[src/hdl/ultrasonic_range_brake_monitor_unit_assert.svh]
// assertion macros for the top-level rtl file
`ifndef ULTRASONIC_RANGE_BRAKE_MONITOR_UNIT_ASSERT_SVH
`define ULTRASONIC_RANGE_BRAKE_MONITOR_UNIT_ASSERT_SVH

`ifndef ASSERT_OFF
`define URBM_ASSERT_SAME(lbl, clk, rst_n, ante, cons) \
  lbl: assert property (@(posedge clk) disable iff (!rst_n) (ante) |-> (cons)) \
    else $error("urbm check failed");
`define URBM_ASSERT_NEXT(lbl, clk, rst_n, ante, cons) \
  lbl: assert property (@(posedge clk) disable iff (!rst_n) (ante) |=> (cons)) \
    else $error("urbm check failed");
`else
`define URBM_ASSERT_SAME(lbl, clk, rst_n, ante, cons)
`define URBM_ASSERT_NEXT(lbl, clk, rst_n, ante, cons)
`endif

`endif

[src/hdl/urbm_pkg.sv]
`default_nettype none

package urbm_pkg;

  localparam int REG_W      = 26;
  localparam int SCALE_W    = 16;
  localparam int MM_W       = 16;
  localparam int DIST_W     = 22;
  localparam int EVENT_W    = 32;
  localparam int CFG_IDX_W  = 3;
  localparam int CFG_DATA_W = 26;

  localparam logic [DIST_W-1:0] DIST_MAX = {DIST_W{1'b1}};

  // register indexes of the configuration port
  localparam logic [CFG_IDX_W-1:0] CFG_TRIG_LOW     = 3'd0;
  localparam logic [CFG_IDX_W-1:0] CFG_TRIG_HIGH    = 3'd1;
  localparam logic [CFG_IDX_W-1:0] CFG_RISE_TIMEOUT = 3'd2;
  localparam logic [CFG_IDX_W-1:0] CFG_MAX_HIGH     = 3'd3;
  localparam logic [CFG_IDX_W-1:0] CFG_SCALE        = 3'd4;
  localparam logic [CFG_IDX_W-1:0] CFG_BRAKE_ON     = 3'd5;
  localparam logic [CFG_IDX_W-1:0] CFG_BRAKE_OFF    = 3'd6;
  localparam logic [CFG_IDX_W-1:0] CFG_GAP          = 3'd7;

  // reset values of the registers
  localparam logic [REG_W-1:0]   RST_TRIG_LOW     = 26'd2000;
  localparam logic [REG_W-1:0]   RST_TRIG_HIGH    = 26'd30000;
  localparam logic [REG_W-1:0]   RST_RISE_TIMEOUT = 26'd300000;
  localparam logic [REG_W-1:0]   RST_MAX_HIGH     = 26'd45000000;
  localparam logic [SCALE_W-1:0] RST_SCALE        = 16'd3714;
  localparam logic [MM_W-1:0]    RST_BRAKE_ON     = 16'd100;
  localparam logic [MM_W-1:0]    RST_BRAKE_OFF    = 16'd120;
  localparam logic [REG_W-1:0]   RST_GAP          = 26'd15000000;

  // outcome of one finished measurement
  typedef struct packed {
    logic [DIST_W-1:0] distance;
    logic              brake;
    logic              bell;
  } urbm_fin_t;

endpackage

`default_nettype wire

[src/hdl/ultrasonic_range_brake_monitor_unit.sv]
`default_nettype none
`include "ultrasonic_range_brake_monitor_unit_assert.svh"

// Ultrasonic echo timer with brake monitor. Every request carries one clock tick's sampled
// echo level and yields exactly one result: trigger drive, a done strobe with the new distance,
// the hysteresis brake flag, a doorbell strobe and the wrapping braked-event count. Requests
// are taken one per cycle sustained while out_stall is low; a request is held in the input
// register until the measurement sequencer with the width-times-scale multiply and brake
// compare updates state and the result register from it. The input register lets a new
// request in while a result still waits on out_stall. Configuration writes take effect on
// the next edge and should be done while no request is in flight.
module ultrasonic_range_brake_monitor_unit #(
  parameter int COUNT_WIDTH = 26
) (
  input  wire logic                            clk,
  input  wire logic                            rst_n,
  input  wire logic                            cfg_wr_en,
  input  wire logic [urbm_pkg::CFG_IDX_W-1:0]  cfg_index,
  input  wire logic [urbm_pkg::CFG_DATA_W-1:0] cfg_data,
  input  wire logic                            in_valid,
  output logic                                 in_stall,
  input  wire logic                            in_echo_level,
  output logic                                 out_valid,
  input  wire logic                            out_stall,
  output logic                                 out_trig_level,
  output logic                                 out_measure_done,
  output logic [urbm_pkg::DIST_W-1:0]          out_distance_mm,
  output logic                                 out_brake_flag,
  output logic                                 out_doorbell_pulse,
  output logic [urbm_pkg::EVENT_W-1:0]         out_event_count
);
  import urbm_pkg::*;

  localparam logic [COUNT_WIDTH-1:0] TICK_MAX = {COUNT_WIDTH{1'b1}};

  typedef enum logic [2:0] {
    PH_LOW   = 3'd0,
    PH_HIGH  = 3'd1,
    PH_WAIT  = 3'd2,
    PH_COUNT = 3'd3,
    PH_GAP   = 3'd4
  } phase_t;

  function automatic logic [COUNT_WIDTH-1:0] lim(input logic [REG_W-1:0] v);
    logic [COUNT_WIDTH-1:0] r;
    r = (32'(v) > 32'(TICK_MAX)) ? TICK_MAX : COUNT_WIDTH'(v);
    return r;
  endfunction

  // configuration
  logic [REG_W-1:0]   trig_low_r, trig_high_r, rise_timeout_r, max_high_r, gap_r;
  logic [SCALE_W-1:0] scale_r;
  logic [MM_W-1:0]    brake_on_r, brake_off_r;

  always_ff @(posedge clk) begin
    if (!rst_n) begin
      trig_low_r     <= RST_TRIG_LOW;
      trig_high_r    <= RST_TRIG_HIGH;
      rise_timeout_r <= RST_RISE_TIMEOUT;
      max_high_r     <= RST_MAX_HIGH;
      scale_r        <= RST_SCALE;
      brake_on_r     <= RST_BRAKE_ON;
      brake_off_r    <= RST_BRAKE_OFF;
      gap_r          <= RST_GAP;
    end else if (cfg_wr_en) begin
      unique case (cfg_index)
        CFG_TRIG_LOW:     trig_low_r     <= cfg_data[REG_W-1:0];
        CFG_TRIG_HIGH:    trig_high_r    <= cfg_data[REG_W-1:0];
        CFG_RISE_TIMEOUT: rise_timeout_r <= cfg_data[REG_W-1:0];
        CFG_MAX_HIGH:     max_high_r     <= cfg_data[REG_W-1:0];
        CFG_SCALE:        scale_r        <= cfg_data[SCALE_W-1:0];
        CFG_BRAKE_ON:     brake_on_r     <= cfg_data[MM_W-1:0];
        CFG_BRAKE_OFF:    brake_off_r    <= cfg_data[MM_W-1:0];
        CFG_GAP:          gap_r          <= cfg_data[REG_W-1:0];
        default: ;
      endcase
    end
  end

  // handshake
  logic in_valid_r, echo_r;
  logic out_valid_r;
  logic can_load, advance, in_accept;

  assign can_load  = !out_valid_r || !out_stall;
  assign advance   = in_valid_r && can_load;
  assign in_stall  = in_valid_r && !can_load;
  assign in_accept = in_valid && !in_stall;

  always_ff @(posedge clk) begin
    if (!rst_n) begin
      in_valid_r <= 1'b0;
    end else if (in_accept) begin
      in_valid_r <= 1'b1;
    end else if (advance) begin
      in_valid_r <= 1'b0;
    end
  end

  always_ff @(posedge clk) begin
    if (in_accept) begin
      echo_r <= in_echo_level;
    end
  end

  // sequencer state
  phase_t                 phase_r, phase_nxt;
  logic [COUNT_WIDTH-1:0] ticks_r, ticks_nxt, ticks_inc;
  logic [COUNT_WIDTH-1:0] width_r, width_nxt, fin_width;
  logic [DIST_W-1:0]      dist_r;
  logic                   brake_r;
  logic [EVENT_W-1:0]     events_r;
  logic                   trig_r, trig_nxt, done_r, done_nxt, bell_r;
  logic [COUNT_WIDTH-1:0] gap_lim;
  urbm_fin_t              fin;

  assign ticks_inc = (ticks_r != TICK_MAX) ? ticks_r + 1'b1 : ticks_r;
  assign gap_lim   = lim(gap_r);
  // a rise timeout finishes with zero width
  assign fin_width = (phase_r == PH_WAIT) ? '0 : width_r;

  urbm_brake #(
    .COUNT_WIDTH (COUNT_WIDTH)
  ) u_brake (
    .width        (fin_width),
    .scale        (scale_r),
    .brake_on_mm  (brake_on_r),
    .brake_off_mm (brake_off_r),
    .brake_cur    (brake_r),
    .fin          (fin)
  );

  always_comb begin
    phase_nxt = phase_r;
    ticks_nxt = ticks_r;
    width_nxt = width_r;
    trig_nxt  = 1'b0;
    done_nxt  = 1'b0;
    unique case (phase_r)
      PH_LOW: begin
        ticks_nxt = ticks_inc;
        if (ticks_inc >= lim(trig_low_r)) begin
          phase_nxt = PH_HIGH;
          ticks_nxt = '0;
        end
      end
      PH_HIGH: begin
        trig_nxt  = 1'b1;
        ticks_nxt = ticks_inc;
        if (ticks_inc >= lim(trig_high_r)) begin
          phase_nxt = PH_WAIT;
          ticks_nxt = '0;
        end
      end
      PH_WAIT: begin
        if (echo_r) begin
          // first high sample counts with the tick counter restarted at one
          if (COUNT_WIDTH'(1) >= lim(max_high_r)) begin
            done_nxt = 1'b1;
          end else begin
            phase_nxt = PH_COUNT;
            ticks_nxt = COUNT_WIDTH'(1);
            width_nxt = COUNT_WIDTH'(1);
          end
        end else begin
          ticks_nxt = ticks_inc;
          if (ticks_inc >= lim(rise_timeout_r)) begin
            done_nxt = 1'b1;
          end
        end
      end
      PH_COUNT: begin
        if (!echo_r || (ticks_inc >= lim(max_high_r))) begin
          done_nxt = 1'b1;
        end else begin
          ticks_nxt = ticks_inc;
          width_nxt = (width_r != TICK_MAX) ? width_r + 1'b1 : width_r;
        end
      end
      PH_GAP: begin
        ticks_nxt = ticks_inc;
        if (ticks_inc >= gap_lim) begin
          phase_nxt = PH_LOW;
          ticks_nxt = '0;
        end
      end
      default: begin
        phase_nxt = PH_LOW;
        ticks_nxt = '0;
      end
    endcase
    if (done_nxt) begin
      width_nxt = fin_width;
      ticks_nxt = '0;
      phase_nxt = (gap_lim == '0) ? PH_LOW : PH_GAP;
    end
  end

  always_ff @(posedge clk) begin
    if (!rst_n) begin
      phase_r     <= PH_LOW;
      ticks_r     <= '0;
      width_r     <= '0;
      dist_r      <= '0;
      brake_r     <= 1'b0;
      events_r    <= '0;
      trig_r      <= 1'b0;
      done_r      <= 1'b0;
      bell_r      <= 1'b0;
      out_valid_r <= 1'b0;
    end else begin
      if (advance) begin
        phase_r     <= phase_nxt;
        ticks_r     <= ticks_nxt;
        width_r     <= width_nxt;
        trig_r      <= trig_nxt;
        done_r      <= done_nxt;
        bell_r      <= done_nxt && fin.bell;
        out_valid_r <= 1'b1;
        if (done_nxt) begin
          dist_r  <= fin.distance;
          brake_r <= fin.brake;
          if (fin.bell) begin
            events_r <= events_r + 1'b1;
          end
        end
      end else if (!can_load) begin
        out_valid_r <= 1'b1;
      end else begin
        out_valid_r <= 1'b0;
      end
    end
  end

  // state only moves on advance, so it doubles as the held result
  assign out_valid          = out_valid_r;
  assign out_trig_level     = trig_r;
  assign out_measure_done   = done_r;
  assign out_distance_mm    = dist_r;
  assign out_brake_flag     = brake_r;
  assign out_doorbell_pulse = bell_r;
  assign out_event_count    = events_r;

  `URBM_ASSERT_SAME(a_bell_needs_brake, clk, rst_n, out_valid_r && bell_r, brake_r)
  `URBM_ASSERT_SAME(a_bell_needs_done, clk, rst_n, out_valid_r && bell_r, done_r)
  `URBM_ASSERT_SAME(a_trig_not_done, clk, rst_n, out_valid_r && trig_r, !done_r)
  `URBM_ASSERT_NEXT(a_event_step, clk, rst_n, advance && done_nxt && fin.bell,
                    events_r == $past(events_r) + 1'b1)

endmodule

`default_nettype wire

[src/hdl/urbm_brake.sv]
`default_nettype none

module urbm_brake #(
  parameter int COUNT_WIDTH = 26
) (
  input  wire logic [COUNT_WIDTH-1:0]       width,
  input  wire logic [urbm_pkg::SCALE_W-1:0] scale,
  input  wire logic [urbm_pkg::MM_W-1:0]    brake_on_mm,
  input  wire logic [urbm_pkg::MM_W-1:0]    brake_off_mm,
  input  wire logic                         brake_cur,
  output urbm_pkg::urbm_fin_t               fin
);
  import urbm_pkg::*;

  localparam int PROD_W = COUNT_WIDTH + SCALE_W;

  logic [PROD_W-1:0]      prod;
  logic [COUNT_WIDTH-1:0] dist_raw;
  logic [DIST_W-1:0]      dist_sat;
  logic                   brake_nxt;

  // q0.16 scale, keep integer part
  assign prod     = PROD_W'(width) * PROD_W'(scale);
  assign dist_raw = prod[PROD_W-1:SCALE_W];
  assign dist_sat = (32'(dist_raw) > 32'(DIST_MAX)) ? DIST_MAX : DIST_W'(dist_raw);

  always_comb begin
    brake_nxt = brake_cur;
    if (!brake_cur && (dist_sat != '0) && (dist_sat < DIST_W'(brake_on_mm))) begin
      brake_nxt = 1'b1;
    end else if (brake_cur && (dist_sat >= DIST_W'(brake_off_mm))) begin
      brake_nxt = 1'b0;
    end
  end

  assign fin.distance = dist_sat;
  assign fin.brake    = brake_nxt;
  assign fin.bell     = brake_nxt;

endmodule

`default_nettype wire

[config.mk]
export PLATFORM = sky130hd
export DESIGN_NAME = ultrasonic_range_brake_monitor_unit
export DESIGN_NICKNAME = d
export VERILOG_FILES = /design/src/hdl/urbm_pkg.sv /design/src/hdl/ultrasonic_range_brake_monitor_unit.sv /design/src/hdl/urbm_brake.sv
export VERILOG_INCLUDE_DIRS = /design/src /design/src/hdl
export SDC_FILE = /design/constraint.sdc
export NUM_CORES = 2
export LEC_CHECK = 0
export ABC_AREA = 0
export BUFFER_PORTS_ARGS = -buffer_cell sky130_fd_sc_hd__clkbuf_2
export CAP_MARGIN = 25
export CORE_UTILIZATION = 56
export DETAILED_ROUTE_END_ITERATION = 10
export GPL_TIMING_DRIVEN = 1
export HOLD_SLACK_MARGIN = 0.15
export PLACE_DENSITY = 0.87
export SYNTH_ARGS = -nofsm -noshare
export SYNTH_HDL_FRONTEND = slang
export SYNTH_HIERARCHICAL = 1
export SYNTH_SLANG_ARGS = --single-unit
[constraint.sdc]
create_clock -name clk -period 9.5 [get_ports clk]
set_clock_uncertainty 0.05 [all_clocks]
set_input_delay 1.9 -clock clk [delete_from_list [all_inputs] [get_ports clk]]
set_output_delay 1.9 -clock clk [all_outputs]
set_load 0.01 [all_outputs]
Word-level counts from Yosys, hierarchy flattened
Cells that the tools add are included.

cells by class
  add/sub/neg operators = 3
  multiply operators = 1
  divide/modulo/power cells = 0
  $lt $le $gt $ge = 9
  equality and inequality tests = 22
  shift-type cells = 0
  mux-type cells = 36
  bitwise operators = 0
  reduce and logical (&&, ||, !) cells = 34

operators by type and width
  kind                     number
  $mux W26                 13
  $ge A26 B26 Y1           5
  $pmux W26 S5             1
  $add A26 B1 Y26 const B  2
  $ne A26 B26 Y1 const B   2
  $pmux W26 S2             1
  $mul A26 B16 Y42         1
  $add A32 B1 Y32 const B  1
  $ge A1 B26 Y1 const A    1
  $gt A26 B22 Y1 const B   1
  $logic_not A26 Y1        1
  $ge A22 B16 Y1           1
  $lt A22 B16 Y1           1
  $mux W22                 1
  $reduce_bool A22 Y1      1
  $mux W3                  7
  $ne A3 B3 Y1 const B     7
  $reduce_and A2 Y1        9
  $eq A3 B3 Y1 const B     5
  $pmux W3 S5              1
  $eq A3 B2 Y1 const B     4
  $mux W1                  11
  $logic_and A1 B1 Y1      7
  $reduce_and A7 Y1        1
  other kinds (11)         20

word-level totals
  flip-flop bits (word level) = 294
  latch bits = 0
  bits in writable memories = 0
  bits in read-only memories = 0
  input bits = 35
  memories kept = 0

Depth between registers and ports, before layout
  depth after elaboration = 10
  mapped depth = 48
  mapped depth without buffers = 39

Modules after synthesis
Netlist, hierarchy kept.

by module, submodules not included
  module                               times used  cells each  area an instance (sq um)  sequential area each (sq um)
  ultrasonic_range_brake_monitor_unit  1           1980        15584.9                   5895.7
  urbm_brake                           1           1729        14336.2                   0.0

Worst setup path before layout
Ideal clock, no wire load.

  path kind = reg2reg
  start point = register phase_r[1]
  end point = register events_r[13] (netlist: out_event_count[13])
  arrival time = 10140 ps
  data required time = 9380 ps
  slack = -761 ps
  cell stages (with the launch flop) = 44
  period minus slack after synthesis = 10261 ps
  cells stage by stage = dfxtp_1 > buf_4 > nor3b_2 > buf_2 > buf_1 > nor2_1 > clkbuf_1 > and2_1 > fa_1 > inv_1 > fa_1 > fa_1 > inv_1 > fa_1 > fa_1 > inv_1 > fa_1 > inv_1 > (+8 left out) > and3_2 > buf_6 > a21bo_2 > ha_1 > a21oi_1 > nand2_1 > a221o_1 > a211oi_1 > o211ai_1 > nor3_1 > nand4_1 > a2111oi_1 > buf_4 > nand2_1 > a2111o_1 > buf_6 > or3_1 > a21oi_1

RTL lines
  item                      line                                        source
  start: declaration        ultrasonic_range_brake_monitor_unit.sv:107  phase_t phase_r, phase_nxt;
  start signal: assignment  ultrasonic_range_brake_monitor_unit.sv:213  phase_r <= phase_nxt;
  end signal: assignment    ultrasonic_range_brake_monitor_unit.sv:224  events_r <= events_r + 1'b1;
  end: declaration          ultrasonic_range_brake_monitor_unit.sv:112  logic [EVENT_W-1:0] events_r;

==> run metrics <==
RSZ-0062 raised after global routing yes; Post-synth EDFFs 1; Gate Count Post-Synth 3709; Setup WS post-layout -718.0 ps; nets 4667; area delta synth->final 19.40%; Tot Pwr 2.815 mW; FF-to-FF setup slack -720 ps; initial antenna violation count 0; Least-Margin Pin Slew 1190 ps; routed wire length around 93000 µm; io pins 95; first-pass GRT wire length 145300 µm; core area around 0.053 mm²; row cnt 84; vias after detailed routing 28260; syn_nets 4352; total iterations of the first detailed-routing run 5; unique cell type count in the Yosys netlist 92; #FFs+latches synth 294; maxcap violations 0; Leak approximately 16 nW; Arr. time, crit path 10670 ps; Clock transition at path regs 70 ps; synthesized area per cell around 8.1 µm²; critical path type flip-flop to flip-flop; kind of cell adding the most delay to the critical path adder cells; Max-slew headroom 0.2038; sequential cell area fraction in the yosys report 0.1970; most common cell after layout, fill and taps aside nand2_1; count of pins over their slew limit 0; Synth top area share 0.2228; mean number of vias per cell 5.969; dpl cells 4625; Hold-fix buffers, CTS 0; cts bufs inserted 31; crit start category flip-flop; largest net degree at the start of global routing 108; port buffer count 94; die area 0.05436 mm²; Worst path slowest cell fa_1; run status finished, violations left; die extent in y 233.2 µm; Required @ worst endpoint 9960 ps; CTS Sinks between 200 and 300; min-delay worst type flip-flop to flip-flop; final core utilization 0.6785; Setup WS pre-CTS -656.1 ps; Max Buffers Root-to-Sink 3; top area cells in the synthesized netlist fa_1 22%, dfxtp_1 20%, ha_1 11%, nand2_1 8.9%, inv_1 7.3%; Root Driver clkbuf_16; final setup vio count 33; failing checks negative setup slack; Initial Util 0.5682; vias in the first global route between 20000 and 30000; gpl congestion roughly 0.96; CP max stage delay 570 ps; dpl hpwl 67840 µm; yosys warns 6; post-synthesis async set-or-reset flop share 0; final hold vios 0; total track usage 0.3353; Primary FF master, synth dfxtp_1; fin crit share 1.076; layout cells sized above 1 0.1796; Synth Cell Area between 0.02 and 0.03 mm²; most frequent cells in the layout 699 x nand2_1, 555 x inv_1, 318 x buf_4, 318 x fa_1, 290 x dfxtp_1; WL/cell 19.60 µm; Die Wd 233.2 µm; Hold WS between 400 and 500 ps; Max VDD drop 0.1532 mV; DR iter-0 viols about 2500; ANT cells 0; CTS tree yes; grt total ovfl 0; Clock Latency Late Sink a little over 600 ps; cell taking the most area after synthesis fa_1; P per Cell Area 78.79 mW/mm²; H-tree Lvls 1; worst-path fanout max 6; ANT nets after route 0; CP bufs+invs 9; Layout Cells excl Fill approximately 4700; # DRC 0; Worst Setup End Kind flip-flop; Max Clk Rate around 0.098 GHz; # fillers between 3000 and 4000; fin crit period between 10000 and 15000 ps
==> what timing repair did <==
item / CTS / global route
cloned: 4 / 2
endpoints found under the setup margin: 33 / 34
buffers inserted: 23 / 27
resized for setup: 77 / 104
pin swaps: 74 / 68
==> report_power, final <==
part / switching, mW / total, mW / internal [mW]
clock: 0.564 / 1.36 / 0.797
sequential: 0.0151 / 1.27 / 1.25
combinational: 0.132 / 0.186 / 0.0538
total: 0.711 / 2.81 / 2.10
==> cell type report <==
type / instances / area, µm² / area share
Inverter: 579 / 2178 / 0.06097
Multi-Input combinational cell: 2653 / 22000 / 0.6158
Tap cell: 688 / 860.8 / 0.02410
Sequential cell: 294 / 5899 / 0.1651
Clock buffer: 35 / 830.8 / 0.02326
Clock inverter: 21 / 296.5 / 0.008300
Timing Repair Buffer: 465 / 3661 / 0.1025
==> metal layers <==
metal,global-route usage,wire [µm],part of all wire
met4,0.2136,6504,0.070
met5,0,0,0
met3,0.05786,8306,0.090
met2,0.5719,45310,0.49
met1,0.3889,32670,0.35
==> cell usage after synthesis, types with 23 or more instances <==
cell	number
and3_1	25
dfxtp_1	293
nand4_1	45
a21o_1	28
mux2i_1	30
nand2_1	710
nand3_1	85
xnor2_1	35
and2_1	182
nor3_1	36
nor2_1	126
a21oi_1	263
clkbuf_1	140
fa_1	333
nand2b_1	23
o211ai_1	57
inv_1	578
ha_1	275
or3_1	27
o21ai_0	75
==> cells by family (layout without fill, tap and decap cells) <==
| kind of cell | Yosys count | count (layout) | share of synthesized area |
|---|---|---|---|
| fa+ha+maj | 608 | 608 | 0.3378 |
| flops | 294 | 294 | 0.1970 |
| buf+inv | 762 | 1100 | 0.09814 |
| simple gates | 1368 | 1368 | 0.2159 |
| mux | 31 | 31 | 0.01041 |
| compound gates | 593 | 593 | 0.1252 |
| xor+xnor | 53 | 53 | 0.01551 |
==> worst reg2reg max path: cells and delay by family, from the launching register on <==
kind	cells	cell delay, ps
and+or+nand+nor	12	2480
DFF	1	340
AOI/OAI and AO/OA	11	2580
buffers and inverters	9	1090
adders and majority gates	8	3610
==> per-stage QoR <==
step	setup TNS [ps]	cell area, µm²
2_1_floorplan	-1207	30380
3_3_place_gp	-7463	33390
3_5_place_dp	-15450	33390
4_1_cts	-4065	35070
5_1_grt	-27460	35730
6_report	-16810	35730
==> state kept, by name, indices dropped and copies added, names as in the netlist, 3 cells and up <==
name	cells
phase_r	3
brake_off_r	16
trig_low_r	26
width_r	26
out_event_count	32
gap_lim	26
max_high_r	26
rise_timeout_r	26
trig_high_r	26
ticks_r	26
brake_on_r	16
scale_r	16
out_distance_mm	22
==> worst paths after layout <==
kind                                                    from                                to  cells past startpoint
worst max register to register       phase_r[2]$_SDFFE_PN0P_  out_event_count[21]$_SDFFE_PN0P_                     40
worst max-delay path                 phase_r[2]$_SDFFE_PN0P_  out_event_count[21]$_SDFFE_PN0P_                     40
worst min register to register  brake_off_r[11]$_SDFFE_PN0P_      brake_off_r[11]$_SDFFE_PN0P_                      2
worst min-delay path            brake_off_r[11]$_SDFFE_PN0P_      brake_off_r[11]$_SDFFE_PN0P_                      2
Power figures use the tool's default switching activity.
